==> config.mk <==
export PLATFORM = sky130hd
export DESIGN_NAME = wlfo_front
export DESIGN_NICKNAME = d
export VERILOG_FILES = /design/src/hw/rtl/wlfo_pkg.sv /design/src/hw/rtl/wlfo_front.sv
export SDC_FILE = /design/constraint.sdc
export NUM_CORES = 1
export LEC_CHECK = 0
export BUFFER_PORTS_ARGS = -buffer_cell sky130_fd_sc_hd__buf_2
export CAP_MARGIN = 40
export CORE_ASPECT_RATIO = 1.25
export CORE_UTILIZATION = 30
export DETAILED_ROUTE_END_ITERATION = 16
export PLACE_DENSITY_LB_ADDON = 0.12
export REMOVE_ABC_BUFFERS = 1
export SKIP_CTS_REPAIR_TIMING = 1
export SYNTH_ARGS = -nofsm -noshare
export SYNTH_HDL_FRONTEND = slang
export SYNTH_SLANG_ARGS = --single-unit
==> constraint.sdc <==
create_clock -name i_clk -period 3.9 [get_ports i_clk]
set_input_delay 0.195 -clock i_clk [delete_from_list [all_inputs] [get_ports i_clk]]
set_output_delay 0.195 -clock i_clk [all_outputs]
set_load 0.01 [all_outputs]
==> src/hw/rtl/wlfo_pkg.sv <==
// ============================================================================
// wlfo_pkg
// Shared types and constants for the wavetable LFO.
// ============================================================================
`default_nettype none
package wlfo_pkg;
    localparam int TableBits = 10;
    localparam int PhaseBits = TableBits + 16;

    typedef enum logic [1:0] {
        REQ_TICK  = 2'd0,
        REQ_WRITE = 2'd1,
        REQ_PHASE = 2'd2,
        REQ_PEEK  = 2'd3
    } t_req;

    typedef enum logic [2:0] {
        REG_ENABLE = 3'd0,
        REG_INC    = 3'd1,
        REG_OFFSET = 3'd2,
        REG_SYM    = 3'd3,
        REG_DEPTH  = 3'd4,
        REG_AC     = 3'd5
    } t_reg;

    // Compute engine sequence states.
    typedef enum logic [3:0] {
        S_IDLE, S_DIV, S_WARP, S_RD, S_MUL, S_SUM, S_SCALE, S_SAT, S_OUT
    } t_eng_st;

    // One queued request between the front end and the compute engine.
    typedef struct packed {
        t_req                 req;
        logic [TableBits-1:0] index;
        logic [15:0]          value;
        logic [PhaseBits-1:0] phase;
    } t_cmd;

    typedef struct packed {
        logic                 enable;
        logic [PhaseBits-1:0] inc;
        logic [PhaseBits-1:0] offset;
        logic [15:0]          sym;
        logic [15:0]          depth;
        logic                 ac;
    } t_cfg;
endpackage
`default_nettype wire

==> src/hw/rtl/wlfo_front.sv <==
// ============================================================================
// wlfo_front
// Accepts requests and holds them in a two-entry queue for the engine.
// ============================================================================
`default_nettype none
module wlfo_front import wlfo_pkg::*; (
    input  wire logic i_clk,
    input  wire logic i_rst_n,
    input  wire logic i_push,
    input  wire t_cmd i_cmd,
    output logic      o_full,
    output logic      o_valid,
    output t_cmd      o_cmd,
    input  wire logic i_take
);
    t_cmd       r_q [2];
    logic       r_wp, r_rp;
    logic [1:0] r_cnt;
    logic       w_push, w_pop;

    assign o_full  = (r_cnt == 2'd2);
    assign o_valid = (r_cnt != 2'd0);
    assign o_cmd   = r_q[r_rp];
    assign w_push  = i_push && !o_full;
    assign w_pop   = i_take && o_valid;

    // Queue pointers and count.
    always_ff @(posedge i_clk) begin
        if (!i_rst_n) begin
            r_wp  <= 1'b0;
            r_rp  <= 1'b0;
            r_cnt <= 2'd0;
        end else begin
            if (w_push) r_wp <= !r_wp;
            if (w_pop)  r_rp <= !r_rp;
            r_cnt <= r_cnt + {1'b0, w_push} - {1'b0, w_pop};
        end
    end

    // Queue storage.
    always_ff @(posedge i_clk) begin
        if (w_push) r_q[r_wp] <= i_cmd;
    end
endmodule
`default_nettype wire

# Word-level counts from Yosys, hierarchy flattened
# Memory sizes are Yosys's and may differ from the RTL's. A register that Yosys moved wholly into a read port is not among the register bits.
# Cells that the tools add are included.
[word_totals] reg_bits=4 ram_bits=108 input_bits=58 elab_cells=17 n_memories=1
[classes] n_addsub=2 eq_ne=1 muxes=4 reduce_logical=6
[mem_list] memory="r_q" words=2 width=54 rd=1 rd_clocked_by_memory_dff=1 write_ports=1 line_no="wlfo_front.sv:16" source="t_cmd r_q [2];"
[ops] op="$mux W1" n=4
[ops] op="$logic_not A1 Y1" n=3
[ops] op="$add A2 B1 Y2" n=1
[ops] op="$eq A2 B2 Y1 const B" n=1
[ops] op="$logic_and A1 B1 Y1" n=2
[ops] op="$reduce_bool A2 Y1" n=1
[ops] op="$sub A2 B1 Y2" n=1

# Depth between registers and ports, before layout
# Gate-level depths: netlist of the first run.
[logic_depth] depth_word=5 ltp_mapped=8

# Worst setup path before layout of the first run
# OpenSTA, ideal clock, no wires.
[synth_timing] path_kind="flip-flop to flip-flop" startpoint="register r_cnt[0]" endpoint="memory r_q[0][0] (netlist name), enable pin" setup_time_ps=466 arrival_ps=2843 t_required_ps=3434 path_slack_ps=591 stages_incl_launch_ff=4 n_path_buf=0 period_less_slack_ps=3309 path_cell_list="dfxtp_1 nand2b_1 nand2_1 nor2_1"
[synth_via] elab_chain_cells=5
[synth_rtl] element="start, declared" line_no="wlfo_front.sv:18" source="logic [1:0] r_cnt;"
[synth_rtl] element="start signal, assigned" line_no="wlfo_front.sv:36" source="r_cnt <= r_cnt + {1'b0, w_push} - {1'b0, w_pop};"
[synth_rtl] element="$eq A2 B2 Y1" line_no="wlfo_front.sv:21" source="assign o_full = (r_cnt == 2'd2);"
[synth_rtl] element="$logic_not A1 Y1" line_no="wlfo_front.sv:24" source="assign w_push = i_push && !o_full;"
[synth_rtl] element="$logic_and A1 B1 Y1" line_no="wlfo_front.sv:24"
[synth_rtl] element="$mux W1" line_no="wlfo_front.sv:42" source="if (w_push) r_q[r_wp] <= i_cmd;"
[synth_rtl] element="$mux W1 (implied by the code)" line_no="wlfo_front.sv:42"
[synth_rtl] element="end, declared" line_no="wlfo_front.sv:16"
# Every way passes these cells.

==> results.ini, run 1 <==
[sta]
hold_viol_final=0
finalCritPeriodShare_pct=52.3
setup_viol=0
tightest_slew_ps=735
min_period_ps=2040
maxSlewViolCount=0
relSlewSlack_pct=50.9
setup_tns_ps=0
grt_setup_unrepaired=no
fmax_mhz=490
clock_skew_ps=6.03

[drt]
vias=2337
wl_per_cell_um=14.3
drc=0
vias_per_cell=4.10
drt_iter0_drc=74
wl_um=8160
antenna_left=0
firstDrtPassIters=4

[pwr]
power_leakage_nw=2.48
power_mw=3.87
pwr_density_cell_mw_per_mm2=623
ir_drop_uv=309

[finish]
final_nets=439
antenna_cells=0
nFillCells=1343
layout.cells.most_common=buf_2
drive_gt1_share_pct=51.8
final_cell_mix=buf_2, edfxtp_1, dlygate4sd3_1, mux2_4, clkbuf_16
area_growth_pct=41.6

[synthesis]
postSynthCellCount=194
synth-seq-cells=113
synthAdderAreaFrac_pct=0.571
synth_xor_area_share_pct=0.599
synth_top_family_by_area=multiplexers
postSynthAreaPerCell_um2=22.6
syn_area_mm2=0.00438
synth-simple-area-share_pct=1.23
yosysSeqAreaShare_pct=76.3
ys_warn_count=0
ys_types=18
synth-compound-area-share_pct=0.171
synthMuxAreaShare_pct=18.4

[floorplanning]
dieArea_mm2=0.0151
core-area_mm2=0.0143
io_pins=114
dieWidth_um=110
row_count=49
die_height_um=137
start_util_pct=30.6

[placed_design]
hpwl_um=5190
place_congestion=0.654
portBuffers=113

[worst_hold_path]
min-delay-path-class=in -> reg

[global_route]
antenna_found_initial=0
grt_use_met2_pct=18.1
grt_pass1_vias=2224
top_usage_layer=met2
grt_pass1_wl_um=11500
gr-usage-all-layers_pct=11.1
grt_use_met1_pct=11.8
grt_max_degree=34
met3_usage_pct=5.29
gr-total-overflow=0

[cts]
htreeDepth=4
clock_latency_ps=400
cts_made_buffers=17
path_clk_slew_ps=50
cts_sinks=113
cts_buffer_depth=2
cts_tree=done
clockRootBuffer=clkbuf_16

[setup_path]
path_cells=buf_16 > mux2_4 > buf_2
required_ps=3700
critPathMaxStageDelay_ps=630
crit_family=flip-flops
worst-setup-path-type=reg -> out
cp_num_buf_inv=2
slowest_stage=dfxtp_4
path_max_fanout=33
crit_arrival_ps=1850
cp-start-kind=flop
end_kind=output port

[flow_run]
maxCapViolCount=0

[status]
status=complete, no violations

-- kinds of logic after synthesis --
logic type	after synthesis
simple gates	11
buf+inv	9
flops	113
fa+ha+maj	2
xor+xnor	3
compound gates	1
mux	55
-- area by class of cell --
| cell class | count | area [µm²] | share of cell area, % |
|---|---|---|---|
| Sequential cell | 113 | 3350 | 53.9 |
| Timing Repair Buffer | 172 | 1190 | 19.1 |
| Multi-Input combinational cell | 72 | 927 | 14.9 |
| Clock buffer | 24 | 472 | 7.60 |
| Tap cell | 178 | 223 | 3.59 |
| Clock inverter | 8 | 40.0 | 0.645 |
| Inverter | 3 | 11.3 | 0.181 |
-- path summary, 6_finish.rpt --
| path | depth (start not counted) | start | slack (ps) | end |
|---|---|---|---|---|
| setup / recovery | 3 | flop | 1860 | o_cmd[21] |
| setup reg to reg | 4 | r_cnt[0] | 2010 | r_q[0][41] |
| hold reg to reg | 2 | r_rp | 520 | r_rp |
| hold / removal | 2 | i_rst_n | 70 | r_cnt[0] |
-- registers in the layout, indices dropped and copies added (netlist names), named ones only --
register / flops
r_rp: 1
r_cnt: 2
r_q: 108
r_wp: 1
-- worst reg2reg max path, delay by kind of cell, from the launching register on --
kind                   cells  cell delay, ps
buffers and inverters      1             310
DFF                        1             350
and+or+nand+nor            3             890
-- report_power, final --
group	internal (mW)	switching, mW
combinational	0.514	0.423
clock	0.832	0.483
sequential	1.53	0.0855
-- cell usage after synthesis --
| master | count | area share (%) |
|---|---|---|
| mux2_4 | 50 | 17 |
| dfxtp_1 | 5 | 2.3 |
| inv_1 | 3 | 0.26 |
| o21a_1 | 1 | 0.17 |
| mux2i_1 | 1 | 0.23 |
| ha_1 | 2 | 0.57 |
| nand2b_1 | 2 | 0.29 |
| or2_2 | 1 | 0.14 |
| buf_12 | 5 | 2.3 |
| xnor2_1 | 2 | 0.40 |
| nor2_1 | 4 | 0.34 |
| xor2_1 | 1 | 0.20 |
| nand2_1 | 2 | 0.17 |
| and2_1 | 1 | 0.14 |
| buf_6 | 1 | 0.26 |
| mux2_2 | 4 | 1.0 |
| edfxtp_1 | 108 | 74 |
| and3_1 | 1 | 0.14 |
-- layer usage --
| layer | vias to the layer above | wire length [µm] |
|---|---|---|
| li1 | 1128 | - |
| met1 | 1130 | 3330 |
| met2 | 66 | 4190 |
| met3 | 13 | 502 |
| met4 | 0 | 142 |
| met5 | - | 0 |
-- stage by stage --
stage / hold slack (ps) / instance area, µm² / std cells / setup WS, ps / util (%)
after global placement: 384 / 5110 / 482 / 1800 / 35.6
after floorplan: 294 / 4270 / 188 / 591 / -
after detailed placement: 386 / 5160 / 484 / 1960 / 35.9
after CTS: -39.8 / 5670 / 516 / 1820 / 39.5
after global routing: 93.0 / 6210 / 570 / 1770 / 43.3
final: 67.2 / 6210 / 570 / 1860 / 43.3
Note: power is estimated with default switching activity, not from simulation.
==> run 2: changes to the inputs <==
--- a/config.mk
+++ b/config.mk
@@ -5,6 +5,7 @@
 export SDC_FILE = /design/constraint.sdc
 export NUM_CORES = 1
 export LEC_CHECK = 0
+export ABC_AREA = 1
 export BUFFER_PORTS_ARGS = -buffer_cell sky130_fd_sc_hd__buf_2
 export CAP_MARGIN = 40
 export CORE_ASPECT_RATIO = 1.25
==> constraint.sdc (replaced) <==
create_clock -name i_clk -period 2.14 [get_ports i_clk]
set_input_delay 0.107 -clock i_clk [delete_from_list [all_inputs] [get_ports i_clk]]
set_output_delay 0.107 -clock i_clk [all_outputs]
set_load 0.01 [all_outputs]
==> results.ini, run 2 <==
[sta]
clock_skew_ps=4.76
setup_tns_ps=0
relSlewSlack_pct=76.6
hold_viol_final=0
finalCritPeriodShare_pct=85.2
fmax_mhz=549
min_period_ps=1820
setup_viol=0
maxSlewViolCount=0
tightest_slew_ps=352
setup_ws_ps=317
grt_setup_unrepaired=no

[synthesis]
ys.flop_type=edfxtp_1
synth-async-reset-ratio_pct=0
ys_warn_count=0
synth_edf_count=108
syn_area_mm2=0.00439
ys_types=12
synth_top_area_share_pct=73.8
synth-seq-cells=113
postSynthAreaPerCell_um2=21.4
netlist_top_cells_area=edfxtp_1, mux2_4, buf_12, dfxtp_1, mux2_2
yosysMostFrequentCell=edfxtp_1
yosysTopAreaCell=edfxtp_1
postSynthCellCount=205
yosysSeqAreaShare_pct=76.1
yosys-top-cells-count=edfxtp_1, mux2_4, nand2_1, inv_1, nor2_1

[finish]
top_register=r_q
final_nets=452
drive_gt1_share_pct=50.6
layout.cells.most_common=buf_2
final_cell_area_mm2=0.00633
instances_no_fill=585
reg.largest.list=r_q (108), r_cnt (2)
final_cell_mix=buf_2, edfxtp_1, dlygate4sd3_1, mux2_4, clkbuf_16
largest_reg_flops=108
area_growth_pct=44.1

[pwr]
ir_drop_uv=560
power_mw=7.49
power_leakage_nw=2.55
pwr_density_cell_mw_per_mm2=1180

[cts]
cts_buffer_depth=2
cts_sinks=113
htreeDepth=4
cts_tree=done
cts_made_buffers=17
path_clk_slew_ps=50
clockRootBuffer=clkbuf_16
clock_latency_ps=390

[placed_design]
portBuffers=113
placed_area_mm2=0.00518
pre_cts_ws_ps=597
place_congestion=0.720
hpwl_um=5180
dp.cells=496

[setup_path]
required_ps=2030
crit_arrival_ps=1720
path_max_fanout=20
worst-setup-path-type=reg -> out
cp-start-kind=flop
slowest_stage=dfxtp_4
critPathMaxStageDelay_ps=570
end_kind=output port
path_cells=buf_12 > mux2_2 > buf_2

[drt]
vias=2399
wl_per_cell_um=13.9
antenna_left=0
drt_iter0_drc=36
drc=0
vias_per_cell=4.10
firstDrtPassIters=4
wl_um=8150

[floorplanning]
dieWidth_um=110
dieArea_mm2=0.0151
core-area_mm2=0.0143
row_count=49
start_util_pct=30.6
die_height_um=137
io_pins=114

[status]
status=complete, no violations

[global_route]
gr-usage-all-layers_pct=11.0
grt_pass1_vias=2258
gr-total-overflow=0
grt_max_degree=37
antenna_found_initial=2
grt_pass1_wl_um=11700

[worst_hold_path]
min-delay-path-class=in -> reg

[flow_run]
maxCapViolCount=0

[run 2: through the flow]
step | utilization [%] | hold WS, ps
2_1_floorplan | - | 200
3_3_place_gp | 36.1 | 295
3_5_place_dp | 36.1 | 298
4_1_cts | 40.3 | -122
5_1_grt | 44.1 | 29.1
6_report | 44.1 | 0.792
[run 2: cell families after synthesis]
group                    synth area share (%)
AO/OA/AOI/OAI                           0.228
adder cells (fa/ha/maj)                 0.569
buffers and inverters                    3.22
flip-flops                               76.1
multiplexers                             18.1
AND/OR/NAND/NOR                          1.79
[run 2: worst paths after layout]
path / endpoint / from / slack, ps / cells past startpoint
worst min register to register: r_rp / r_rp / 500 / 2
worst max register to register: r_cnt[1] / r_cnt[0] / 590 / 10
worst max-delay path: o_cmd[1] / flop / 320 / 3
worst min-delay path: r_wp / i_push / 0.8 / 3
[run 2: critical path: cells and delay by family, from the launching register on]
kind	cells	cell delay [ps]
buf+inv	2	400
mux	1	350
flops	1	570
[run 2: area by class of cell]
type,count,area [µm²]
well taps,178,223
clock inverters,14,170
fillers,1319,8010
clock buffers,18,429
diodes,2,5.00
multi-input cells,78,917
inverters,8,30.0
flip-flops and latches,113,3350
repair buffers,174,1210
[run 2: where the power goes]
group          leakage [nW]  internal (mW)  switching [mW]
Clock                 0.298           1.92           0.912
Sequential             1.05           2.81           0.135
Combinational          1.20          0.916           0.800
Total                  2.55           5.64            1.85
[run 2: layer usage]
metal	share of wire, %	global-route usage [%]	routed length [µm]
met1	41	11.5	3340
met2	53	18.5	4280
met3	4.8	4.82	391
met4	1.7	5.48	139
met5	0	0	0
